## src/sv/ilie_pkg.sv

```systemverilog
// Shared types and constants for the indexed list with insert and erase.
package ilie_pkg;

    localparam int OP_W    = 2;
    localparam int IDX_W   = 6;
    localparam int DATA_W  = 32;
    localparam int STAT_W  = 2;
    localparam int COUNT_W = 7;

    typedef enum logic [OP_W-1:0] {
        OP_READ   = 2'd0,
        OP_WRITE  = 2'd1,
        OP_INSERT = 2'd2,
        OP_ERASE  = 2'd3
    } op_t;

    typedef enum logic [STAT_W-1:0] {
        ST_DONE  = 2'd0,
        ST_RANGE = 2'd1,
        ST_FULL  = 2'd2
    } status_t;

    // Broadcast from the request decoder to every cell of the row.
    typedef struct packed {
        logic              ins;
        logic              ers;
        logic              wr;
        logic [IDX_W-1:0]  idx;
        logic [DATA_W-1:0] val;
    } ilie_ctl_t;

endpackage

```

## src/sv/ilie_cell.sv

```systemverilog
// One element cell of the shifting row: holds one entry and trades with its neighbors.
module ilie_cell
    import ilie_pkg::*;
#(
    parameter int POS = 0
)
(
    input  logic              clk,
    input  ilie_ctl_t         ctl,
    input  logic [DATA_W-1:0] left_val,
    input  logic [DATA_W-1:0] right_val,
    output logic [DATA_W-1:0] val,
    output logic [DATA_W-1:0] rd_val
);

    localparam int PW = ($clog2(POS + 2) > IDX_W) ? $clog2(POS + 2) : IDX_W;
    localparam logic [PW-1:0] POS_V = PW'(POS);

    logic [DATA_W-1:0] value_reg;
    logic [DATA_W-1:0] value_next;
    logic [PW-1:0]     idx_ext;
    logic              hit;
    logic              above;

    assign idx_ext = PW'(ctl.idx);
    assign hit     = (POS_V == idx_ext);
    assign above   = (POS_V > idx_ext);

    always_comb
    begin
        value_next = value_reg;
        if (ctl.ins)
        begin
            // Cells above the insertion point take their lower neighbor's entry.
            if (above)
            begin
                value_next = left_val;
            end
            else if (hit)
            begin
                value_next = ctl.val;
            end
        end
        else if (ctl.ers)
        begin
            if (above || hit)
            begin
                value_next = right_val;
            end
        end
        else if (ctl.wr && hit)
        begin
            value_next = ctl.val;
        end
    end

    always_ff @(posedge clk)
    begin
        value_reg <= value_next;
    end

    assign val    = value_reg;
    assign rd_val = hit ? value_reg : '0;

endmodule

```

## config.mk

```make
export PLATFORM = sky130hd
export DESIGN_NAME = ilie_cell
export DESIGN_NICKNAME = d
export VERILOG_FILES = /design/src/sv/ilie_pkg.sv /design/src/sv/ilie_cell.sv
export SDC_FILE = /design/constraint.sdc
export NUM_CORES = 1
export LEC_CHECK = 0
export BUFFER_PORTS_ARGS = -buffer_cell sky130_fd_sc_hd__buf_2
export CAP_MARGIN = 20
export CORE_MARGIN = 2
export CORE_UTILIZATION = 38
export DETAILED_ROUTE_END_ITERATION = 7
export PLACE_DENSITY = 0.8
export SLEW_MARGIN = 10
export SYNTH_ARGS = -nofsm -noshare
export SYNTH_HDL_FRONTEND = slang
export SYNTH_SLANG_ARGS = --single-unit
```

## constraint.sdc

```tcl
create_clock -name clk -period 3.4 [get_ports clk]
set_clock_uncertainty 0.2 [all_clocks]
set_input_delay 0.51 -clock clk [delete_from_list [all_inputs] [get_ports clk]]
set_output_delay 0.51 -clock clk [all_outputs]
set_load 0.1 [all_outputs]
```

==> out/summary.txt <==
CP top delay family: simple AND/OR/NAND/NOR gates
area of the multi-input gates: 910 um^2
Clock Sinks: 32
Overall Power: 0.000877 W
# fillers: 447
kind of start point of the critical path: input port
die width: 75.8 um
unrepaired setup endpoints after global routing: false
Hold Path Class: input port to flop
GRT Util Overall: 0.169
Worst EP required: 2690 ps
Setup-failing EPs final: 0
share of cells above drive strength 1: 0.846
adder-cell area share of the yosys netlist: 0
Worst slew margin: 0.314
first-pass GRT wire length: 7110 um
htree depth: 2
vias per cell: 4.81
row cnt: 26
NumNets Final: 352
CTS Root Cell: clkbuf_8
GP Congestion: 0.735
post-synthesis sequential area ratio: 0.491
total grt overflow: 0
DRC viols: 0
vias in the first global route: 1504
fin crit share: 0.858
fmax: 343 MHz
final WL: 4750 um
WL met2: 2590 um
crit-path most repeated cell: buf_2
register area: 961 um^2
DIE HEIGHT: 75.8 um
Worst Setup SP: ctl[35]
metal3 WL: 328 um
Post-Synthesis Cell Area: 1960 um^2
CTS buffer count: 5
Syn Area/Cell: 16.9 um^2
Fin Hold WS: 326 ps
hold_sp: ctl[5]
crit-path max cell delay: 810 ps
die area: 5740 um^2
cell taking the most area after synthesis: edfxtp_1
Synth Area in XOR/XNOR: 0
critical-path maximum fanout: 33
Lkg Pwr: 1.13 nW
final hold viol count: 0
largest net degree at the start of global routing: 34
hold buffers post-CTS: 0
Setup WS pre-CTS: 467 ps
highest routed layer: met4
CP max-delay cell: or4_4
Mapped Cells: 116
I/O pins: 170
synth warn: 0
max-cap viol count: 0
max FFs per register: 32
crit path kind: input port to output port
clock slew at reported path FFs: 60 ps
top cells by area, synth: edfxtp_1 49%, nor4b_2 21%, mux2_2 17%
status: complete, no violations
post-route antenna net violation count: 0
drt initial violations: 55
wire length on met1: 1790 um
Peak VDD IR: 0.186 mV
Yosys top cell area share: 0.491
DP Wirelength: 3420 um
clock buffer depth: 2
Syn Nets: 222
fin crit period: 2920 ps
Synth Area in Simple Gates: 0.267
mux cell area share after synthesis: 0.184
Core Area: 5040 um^2
crit end category: output port
largest family of logic cells by synthesized area: simple AND/OR/NAND/NOR gates
CP Cell Sequence: buf_2 > or4_4 > nor4b_2 > buf_2
antenna cells: 0
distinct cell type count after synthesis: 14
DR pass1 iterations: 4
Synth Area in Compound Gates: 0
Starting Density: 0.388
Max Slew Vio Count: 0
vias: 1524
P&R area growth vs syn: 40.0%
flops & latches, synth: 32
I/O Buffers: 137
initial antenna violation count: 0
number of post-CTS setup repair buffers: 0
post-DR wirelength/cell: 15.0 um
CTS tree: built
# resized after CTS: 0
Worst-Margin Slew: 1030 ps
PwrDens: 320 nW/um^2
Worst Path Buf+Inv: 2
post-route setup slack: 483 ps
Worst EP arrival: 2210 ps
## logic make-up after synthesis
family	count (synthesis)
flip-flops	32
AND/OR/NAND/NOR	36
buffers and inverters	16
multiplexers	32
## final cells by class
| class | instances | area share |
|---|---|---|
| well taps | 70 | 0.0320 |
| clock inverters | 1 | 0.00137 |
| clock buffers | 7 | 0.0279 |
| repair buffers | 139 | 0.256 |
| multi-input cells | 68 | 0.332 |
| flip-flops and latches | 32 | 0.351 |
## metrics by stage
step	utilization	instance area (um^2)	setup TNS [ps]	cells
final	0.543	2740	0	317
after global routing	0.543	2740	0	317
after CTS	0.543	2740	0	317
after detailed placement	0.527	2660	0	309
after global placement	0.527	2660	0	309
after floorplan	-	1980	-9510	116
## cell usage after synthesis
cell,n
nor4b_2,27
clkbuf_1,3
buf_2,9
nor4b_1,3
mux2_1,2
nor4b_4,2
nor3_1,1
nor4_4,1
buf_8,3
edfxtp_1,32
or4_4,1
nor2b_1,1
buf_6,1
mux2_2,30
## cell usage in the layout, fill, tap and decap left out
cell type  count
mux2_2        30
nor3_1         1
buf_4          2
edfxtp_1      32
nor2b_4        1
clkinv_1       1
mux2_1         2
nor4b_2       30
nor4b_4        2
or4_4          1
clkbuf_8       5
nor4_4         1
buf_2        137
clkbuf_1       2
## per-layer routing
metal,up-vias,global-route usage
met5,-,0
met2,62,0.295
met1,732,0.194
li1,726,-
met3,4,0.0595
met4,0,0.0526
## power by group
part           switching [W]  internal (W)  total [W]
logic              0.0000992     0.0000650   0.000164
registers         0.00000151      0.000442   0.000443
clock network       0.000127      0.000142   0.000269
## worst paths after layout
kind	end	slack [ps]	cells past startpoint
hold / removal	val[5]$_DFFE_PP_	330	2
setup / recovery	rd_val[29]	480	4
Power figures use the tool's default switching activity.
